File: config.mk
export PLATFORM = sky130hd
export DESIGN_NAME = hex_id_text_parser
export DESIGN_NICKNAME = d
export VERILOG_FILES = /design/src/rtl/hitp_pkg.sv /design/src/rtl/hex_id_text_parser.sv
export SDC_FILE = /design/constraint.sdc
export NUM_CORES = 1
export LEC_CHECK = 0
export BUFFER_PORTS_ARGS = -buffer_cell sky130_fd_sc_hd__buf_2
export CAP_MARGIN = 30
export CORE_MARGIN = 1.5
export CORE_UTILIZATION = 50
export DETAILED_ROUTE_END_ITERATION = 10
export PLACE_DENSITY_LB_ADDON = 0.2
export SETUP_SLACK_MARGIN = 0.1
export SYNTH_ARGS = -nofsm -noshare
export SYNTH_HDL_FRONTEND = slang
export SYNTH_SLANG_ARGS = --single-unit
File: constraint.sdc
create_clock -name clk -period 8.75 [get_ports clk]
set_clock_uncertainty 0.1 [all_clocks]
set_input_delay 0.4375 -clock clk [delete_from_list [all_inputs] [get_ports clk]]
set_output_delay 0.4375 -clock clk [all_outputs]
set_load 0.01 [all_outputs]
File: src/rtl/hitp_pkg.sv
// Package for the hex identifier text parser: status codes, length limits
// and the character classification functions used by the parser datapath.
// No dependencies.
`timescale 1ns / 1ps

package hitp_pkg;

  localparam logic [2:0] ST_OK     = 3'd0;
  localparam logic [2:0] ST_EMPTY  = 3'd1;
  localparam logic [2:0] ST_LENGTH = 3'd2;
  localparam logic [2:0] ST_HYPHEN = 3'd3;
  localparam logic [2:0] ST_NONHEX = 3'd4;

  localparam logic [6:0] LEN_PLAIN  = 7'd64;
  localparam logic [6:0] LEN_DASHED = 7'd69;
  localparam logic [6:0] LEN_CAP    = 7'd70;
  localparam logic [6:0] PEND_CAP   = 7'd127;
  localparam logic [6:0] GUESS_POS  = 7'd16;

  localparam logic [7:0] CHAR_DASH  = 8'h2D;
  localparam logic [7:0] CHAR_SPACE = 8'h20;
  localparam logic [3:0] NIBBLE_MASK = 4'hF;

  localparam int NUM_WORDS = 4;

  typedef logic [63:0] word_t;

  function automatic logic is_space(input logic [7:0] c);
    return (c == CHAR_SPACE) || (c >= 8'd9 && c <= 8'd13);
  endfunction

  function automatic logic is_digit(input logic [7:0] c);
    return (c >= 8'h30 && c <= 8'h39);
  endfunction

  function automatic logic is_letter(input logic [7:0] c);
    return (c >= 8'h61 && c <= 8'h66) || (c >= 8'h41 && c <= 8'h46);
  endfunction

  function automatic logic is_hex(input logic [7:0] c);
    return is_digit(c) || is_letter(c);
  endfunction

  function automatic logic [3:0] hex_val(input logic [7:0] c);
    logic [3:0] v;
    v = 4'd0;
    if (is_digit(c)) begin
      v = c[3:0];
    end else if (is_letter(c)) begin
      v = c[3:0] + 4'd9;
    end
    return v & NIBBLE_MASK;
  endfunction

  function automatic logic is_hyph_pos(input logic [6:0] p);
    return (p == 7'd16) || (p == 7'd25) || (p == 7'd34) || (p == 7'd43) || (p == 7'd52);
  endfunction

  function automatic logic [2:0] hyph_below(input logic [6:0] p);
    return 3'(p > 7'd16) + 3'(p > 7'd25) + 3'(p > 7'd34) + 3'(p > 7'd43)
         + 3'(p > 7'd52);
  endfunction

endpackage

File: src/rtl/hex_id_text_parser.sv
// Hex identifier text parser top level: trims whitespace, checks layout and
// packs 64 hex digits into four 64-bit words. Depends on hitp_pkg.
// Results are registered and appear in the cycle after the final character is accepted.
// Throughput: one character per cycle; an ok string emits four results, one per cycle while out_ready is high.
// A final character waits while earlier results are unsent, unless the last leaves that cycle.
// Reset (synchronous, rst_n low) clears the per-string state and empties the result buffer.
`timescale 1ns / 1ps

module hex_id_text_parser (
  input  logic        clk,
  input  logic        rst_n,
  input  logic        in_valid,
  output logic        in_ready,
  input  logic [7:0]  in_text_char,
  input  logic        in_has_char,
  input  logic        in_end_of_text,
  output logic        out_valid,
  input  logic        out_ready,
  output logic [2:0]  out_status,
  output logic [63:0] out_id_word,
  output logic [1:0]  out_word_index,
  output logic        out_last_result
);

  hitp_pkg::word_t store_r   [hitp_pkg::NUM_WORDS];
  hitp_pkg::word_t store_nxt [hitp_pkg::NUM_WORDS];
  hitp_pkg::word_t obuf_r    [hitp_pkg::NUM_WORDS];

  logic [6:0] len_r, len_nxt;
  logic [6:0] pend_r, pend_nxt;
  logic       started_r, started_nxt;
  logic       guess_r, guess_nxt;
  logic [2:0] perr_r, perr_nxt;
  logic [2:0] derr_r, derr_nxt;
  logic [3:0] nib_r, nib_nxt;

  logic [2:0] cnt_r;
  logic [1:0] idx_r;
  logic [2:0] status_r;

  logic       in_acc;
  logic       out_pop;
  logic [2:0] fin_status;

  assign in_acc  = in_valid && in_ready;
  assign out_pop = out_valid && out_ready;
  assign in_ready = (cnt_r == 3'd0) || !in_end_of_text || ((cnt_r == 3'd1) && out_ready);

  assign out_valid       = (cnt_r != 3'd0);
  assign out_status      = status_r;
  assign out_id_word     = obuf_r[0];
  assign out_word_index  = idx_r;
  assign out_last_result = (cnt_r == 3'd1);

  always_comb begin
    logic [7:0] sum;
    logic [6:0] p;
    logic [6:0] d;
    logic       hx;
    logic       dash;
    logic       hp;
    logic       do_store;
    len_nxt     = len_r;
    pend_nxt    = pend_r;
    started_nxt = started_r;
    guess_nxt   = guess_r;
    perr_nxt    = perr_r;
    derr_nxt    = derr_r;
    nib_nxt     = nib_r;
    fin_status  = hitp_pkg::ST_OK;
    sum         = 8'd0;
    p           = 7'd0;
    d           = 7'd0;
    hx          = 1'b0;
    dash        = 1'b0;
    hp          = 1'b0;
    do_store    = 1'b0;
    for (int i = 0; i < hitp_pkg::NUM_WORDS; i++) begin
      store_nxt[i] = store_r[i];
    end
    if (in_acc && in_has_char) begin
      if (hitp_pkg::is_space(in_text_char)) begin
        if (started_r && (pend_r < hitp_pkg::PEND_CAP)) begin
          pend_nxt = pend_r + 7'd1;
        end
      end else begin
        started_nxt = 1'b1;
        if (pend_r != 7'd0) begin
          if (perr_nxt == hitp_pkg::ST_OK) begin
            perr_nxt = hitp_pkg::ST_NONHEX;
          end
          if (derr_nxt == hitp_pkg::ST_OK) begin
            derr_nxt = hitp_pkg::is_hyph_pos(len_r) ? hitp_pkg::ST_HYPHEN
                                                    : hitp_pkg::ST_NONHEX;
          end
          sum = {1'b0, len_r} + {1'b0, pend_r};
          if ((len_r <= hitp_pkg::GUESS_POS) && (sum > {1'b0, hitp_pkg::GUESS_POS})) begin
            guess_nxt = 1'b0;
          end
          len_nxt  = (sum > {1'b0, hitp_pkg::LEN_CAP}) ? hitp_pkg::LEN_CAP : sum[6:0];
          pend_nxt = 7'd0;
        end
        p    = len_nxt;
        hx   = hitp_pkg::is_hex(in_text_char);
        dash = (in_text_char == hitp_pkg::CHAR_DASH);
        hp   = hitp_pkg::is_hyph_pos(p);
        if (!hx && (perr_nxt == hitp_pkg::ST_OK)) begin
          perr_nxt = hitp_pkg::ST_NONHEX;
        end
        if (derr_nxt == hitp_pkg::ST_OK) begin
          if (hp) begin
            if (!dash) begin
              derr_nxt = hitp_pkg::ST_HYPHEN;
            end
          end else if (!hx) begin
            derr_nxt = hitp_pkg::ST_NONHEX;
          end
        end
        if (p == hitp_pkg::GUESS_POS) begin
          guess_nxt = dash;
        end
        if (hx) begin
          if (!guess_nxt) begin
            d        = p;
            do_store = 1'b1;
          end else if (!hp) begin
            d        = p - {4'd0, hitp_pkg::hyph_below(p)};
            do_store = 1'b1;
          end
        end
        if (do_store && (d < hitp_pkg::LEN_PLAIN)) begin
          if (!d[0]) begin
            nib_nxt = hitp_pkg::hex_val(in_text_char);
          end else begin
            store_nxt[d[5:4]][{~d[3:1], 3'b000} +: 8] =
              {nib_r & hitp_pkg::NIBBLE_MASK, hitp_pkg::hex_val(in_text_char)};
          end
        end
        len_nxt = (p < hitp_pkg::LEN_CAP) ? p + 7'd1 : hitp_pkg::LEN_CAP;
      end
    end
    if (in_acc && in_end_of_text) begin
      if (len_nxt == 7'd0) begin
        fin_status = hitp_pkg::ST_EMPTY;
      end else if (len_nxt == hitp_pkg::LEN_PLAIN) begin
        fin_status = perr_nxt;
      end else if (len_nxt == hitp_pkg::LEN_DASHED) begin
        fin_status = derr_nxt;
      end else begin
        fin_status = hitp_pkg::ST_LENGTH;
      end
      len_nxt     = 7'd0;
      pend_nxt    = 7'd0;
      started_nxt = 1'b0;
      guess_nxt   = 1'b0;
      perr_nxt    = hitp_pkg::ST_OK;
      derr_nxt    = hitp_pkg::ST_OK;
      nib_nxt     = 4'd0;
    end
  end

  always_ff @(posedge clk) begin
    for (int i = 0; i < hitp_pkg::NUM_WORDS; i++) begin
      store_r[i] <= store_nxt[i];
    end
  end

  always_ff @(posedge clk) begin
    if (!rst_n) begin
      len_r     <= 7'd0;
      pend_r    <= 7'd0;
      started_r <= 1'b0;
      guess_r   <= 1'b0;
      perr_r    <= hitp_pkg::ST_OK;
      derr_r    <= hitp_pkg::ST_OK;
      nib_r     <= 4'd0;
    end else begin
      len_r     <= len_nxt;
      pend_r    <= pend_nxt;
      started_r <= started_nxt;
      guess_r   <= guess_nxt;
      perr_r    <= perr_nxt;
      derr_r    <= derr_nxt;
      nib_r     <= nib_nxt;
    end
  end

  always_ff @(posedge clk) begin
    if (!rst_n) begin
      cnt_r <= 3'd0;
      idx_r <= 2'd0;
    end else if (in_acc && in_end_of_text) begin
      cnt_r <= (fin_status == hitp_pkg::ST_OK) ? 3'd4 : 3'd1;
      idx_r <= 2'd0;
    end else if (out_pop) begin
      cnt_r <= cnt_r - 3'd1;
      idx_r <= idx_r + 2'd1;
    end
  end

  always_ff @(posedge clk) begin
    if (in_acc && in_end_of_text) begin
      status_r <= fin_status;
      for (int i = 0; i < hitp_pkg::NUM_WORDS; i++) begin
        obuf_r[i] <= (fin_status == hitp_pkg::ST_OK) ? store_nxt[i] : 64'd0;
      end
    end else if (out_pop) begin
      for (int i = 0; i < hitp_pkg::NUM_WORDS - 1; i++) begin
        obuf_r[i] <= obuf_r[i + 1];
      end
      obuf_r[hitp_pkg::NUM_WORDS - 1] <= 64'd0;
    end
  end

`ifndef SYNTHESIS
  a_cnt_range : assert property (@(posedge clk) disable iff (!rst_n)
    cnt_r <= 3'd4)
    else $error("Result count exceeds four.");

  a_no_overrun : assert property (@(posedge clk) disable iff (!rst_n)
    (in_acc && in_end_of_text) |-> (cnt_r == 3'd0 || (cnt_r == 3'd1 && out_ready)))
    else $error("Final character accepted while earlier results are pending.");

  a_error_result : assert property (@(posedge clk) disable iff (!rst_n)
    (out_valid && out_status != hitp_pkg::ST_OK) |->
      (out_id_word == 64'd0 && out_word_index == 2'd0 && out_last_result))
    else $error("Error result is not a single zeroed transaction.");

  a_last_word : assert property (@(posedge clk) disable iff (!rst_n)
    (out_valid && out_status == hitp_pkg::ST_OK) |->
      (out_last_result == (out_word_index == 2'd3)))
    else $error("Last result flag does not match word index.");
`endif

endmodule
==> flow_summary.yaml <==
logic_synthesis:
  synthTopCellsByCount: "dfxtp_1 (287), nand2_1 (287), edfxtp_1 (259), inv_1 (211), mux2i_1 (188)"
  ys_warn_count: 0
  synth_ff_type: "dfxtp_1"
  yosysSeqAreaShare_pct: 58.3
  syn_avg_cell_area_um2: 10.9
  synth.top_cell.area_share_pct: 33.5
  synth_largest_area_cell: "edfxtp_1"
  synth-seq-cells: 546
  synth.area.top_cells: "edfxtp_1 (34%), dfxtp_1 (25%), mux2i_1 (8.1%), nand2_1 (4.6%), inv_1 (3.4%)"
  syn_area_um2: 23200
  yosysUniqueCellTypes: 92
  synth_nets: 2174
  async_flop_share_pct: 0
  synth_edf_count: 259
  synthCells: 2134
die:
  die_area_um2: 47700
  ios: 86
  core_um2: 45600
  die_y_um: 218
  die_x_um: 218
  row_count: 78
  initial_core_util_pct: 50.9
clock_network:
  cts.sink_count: 546
  cts_buffers: 55
  cts_tree: "done"
  clk_latency_ps: 610
  clkTransAtPathRegs_ps: 70
  cts-htree-levels: 2
  clk_path_buf_depth: 3
  root_buffer: "clkbuf_16"
finish:
  multi_input_area_um2: 8390
  drive_gt1_share_pct: 14.1
  final_nets: 2258
  nFillCells: 3822
  diodes: 0
  syn_to_final_growth_pct: 13.0
  register_area_um2: 13500
timing:
  setup_viol: 0
  fmax_ghz: 0.123
  period_minus_slack_ps: 8150
  rsz0062_at_grt: "false"
  worst_pin_slew_ps: 1010
  fin_tns_setup_ps: 0
  fin_crit_sh_pct: 93.1
  drv_slew: 0
  max-slew-margin-rel_pct: 32.9
  setup_ws_ps: 601
  finalHoldViolCount: 0
global_route:
  grt_pass1_wl_um: 85000
  antenna_found_initial: 0
  grt_start_max_net_pins: 85
  grt_usage_pct: 22.7
  grt_pass1_vias: 15500
  gr-total-overflow: 0
critical_path:
  critPathKind: "reg -> reg"
  slowest_stage: "fa_1"
  worstPathArrival_ps: 8390
  start_kind: "register"
  crit_path_max_incr_delay_ps: 590
  cp-end-kind: "register"
  cp_max_fo: 12
  r2r_cells: 31
  r2r_setup_slack_ps: 600
  cp_data_required_time_ps: 8990
place:
  place_ws_ps: 500
  routabilityCongestion: 0.884
  numPortBuffers: 85
  dp_hpwl_um: 33800
drt:
  drc: 0
  via_count: 15800
  routed_wl_um: 53500
  routedWlPerCell_um: 18.7
  antenna_left: 0
  drt-vias-per-instance: 5.51
  drt-pass1-iter-count: 6
  drtIter0Drc: 1159
hold_path:
  min_delay_path_depth: 4
  hold_class: "in -> reg"
power:
  p_leak_nw: 12.5
  power_density_nw_per_um2: 233
  vdd_drop_max_mv: 0.176
job:
  max_cap_viol_count: 0
outcome:
  status: "finished, final reports clean"
==> layout make-up <==
cell class                      instances  share of cell area (%)
Tap cell                              600                    2.86
Sequential cell                       546                    51.6
Clock buffer                           75                    5.81
Multi-Input combinational cell       1256                    32.0
Clock inverter                         29                    1.02
Inverter                              214                    3.07
Timing Repair Buffer                  145                    3.63
==> cell families (layout without fill, tap and decap cells) <==
family	after synthesis	count (layout)	share of synthesized area, %
and+or+nand+nor	564	564	12.8
DFF	546	546	58.3
AOI/OAI and AO/OA	437	437	11.6
buffers and inverters	332	463	5.82
muxes	211	211	9.26
adders and majority gates	26	26	1.56
xor gates and xnor gates	18	18	0.680
==> stage by stage <==
step	power [mW]	hold slack, ps	utilization [%]	std cells	instance area (um2)
finish	6.11	114	57.5	2865	26200
CTS	6.16	75.0	57.4	2863	26200
floorplan	3.65	317	-	2134	23200
global route	6.36	138	57.5	2865	26200
global placement	3.84	326	53.3	2755	24300
detailed placement	3.86	332	53.5	2758	24400
==> worst max-delay path: cells and delay by family, from the launching register on <==
kind / cells / cell delay [ps]
buffers and inverters: 7 / 980
adder cells (fa/ha/maj): 6 / 2520
AND/OR/NAND/NOR: 9 / 2110
AO/OA/AOI/OAI: 8 / 1400
flip-flops: 1 / 490
multiplexers: 1 / 270
==> power breakdown <==
group	switching (mW)	internal [mW]
logic	0.527	0.167
registers	0.0803	3.03
clock network	0.990	1.31
total	1.60	4.51
==> flip-flops by register name, indices dropped and copies added, names as in the netlist <==
signal,cells
out_word_index,2
obuf_r,256
derr_r,3
pend_r,7
len_r,7
store_r,256
cnt_r,3
guess_r,1
perr_r,3
nib_r,4
started_r,1
out_status,3
==> metal layers <==
layer | track usage, % | wire length, um
met1 | 32.0 | 24900
met2 | 36.4 | 24600
met3 | 3.37 | 2770
met4 | 6.62 | 1270
met5 | 0 | 0
==> path summary, 6_finish.rpt <==
check / from / endpoint
setup / recovery: len_r[3]$_SDFF_PP0_ / obuf_r[2][17]$_DFFE_PP_
hold / removal: out_ready / cnt_r[2]$_SDFFE_PN0P_
setup reg to reg: len_r[3]$_SDFF_PP0_ / obuf_r[2][17]$_DFFE_PP_
hold reg to reg: store_r[3][0]$_DFF_P_ / store_r[3][0]$_DFF_P_
==> placed cells by master, fill, tap and decap left out, types with 8 or more instances in the layout <==
master	n
a211oi_1	19
a21oi_1	78
a31oi_1	10
and2_1	9
and3_1	10
buf_2	85
buf_4	54
clkbuf_1	13
clkbuf_16	55
clkinv_1	9
clkinv_2	9
dfxtp_1	287
edfxtp_1	259
ha_1	21
inv_1	211
mux2_2	21
mux2i_1	188
nand2_1	286
nand2b_1	17
nand3_1	25
nand4_1	12
nand4_4	16
nor2_1	81
nor2b_1	28
nor3_1	14
o211ai_1	10
o21a_1	11
o21ai_0	157
o21ai_1	38
o31ai_1	41
or2_2	9
xnor2_1	8
xor2_1	10
==> timing repair <==
item	in CTS	in global routing
resized for setup	0	5
endpoints found under the hold margin	3	0
buffers inserted	0	1
hold buffers	1	0
endpoints found under the setup margin	0	139
(Power assumes the default switching activity.)
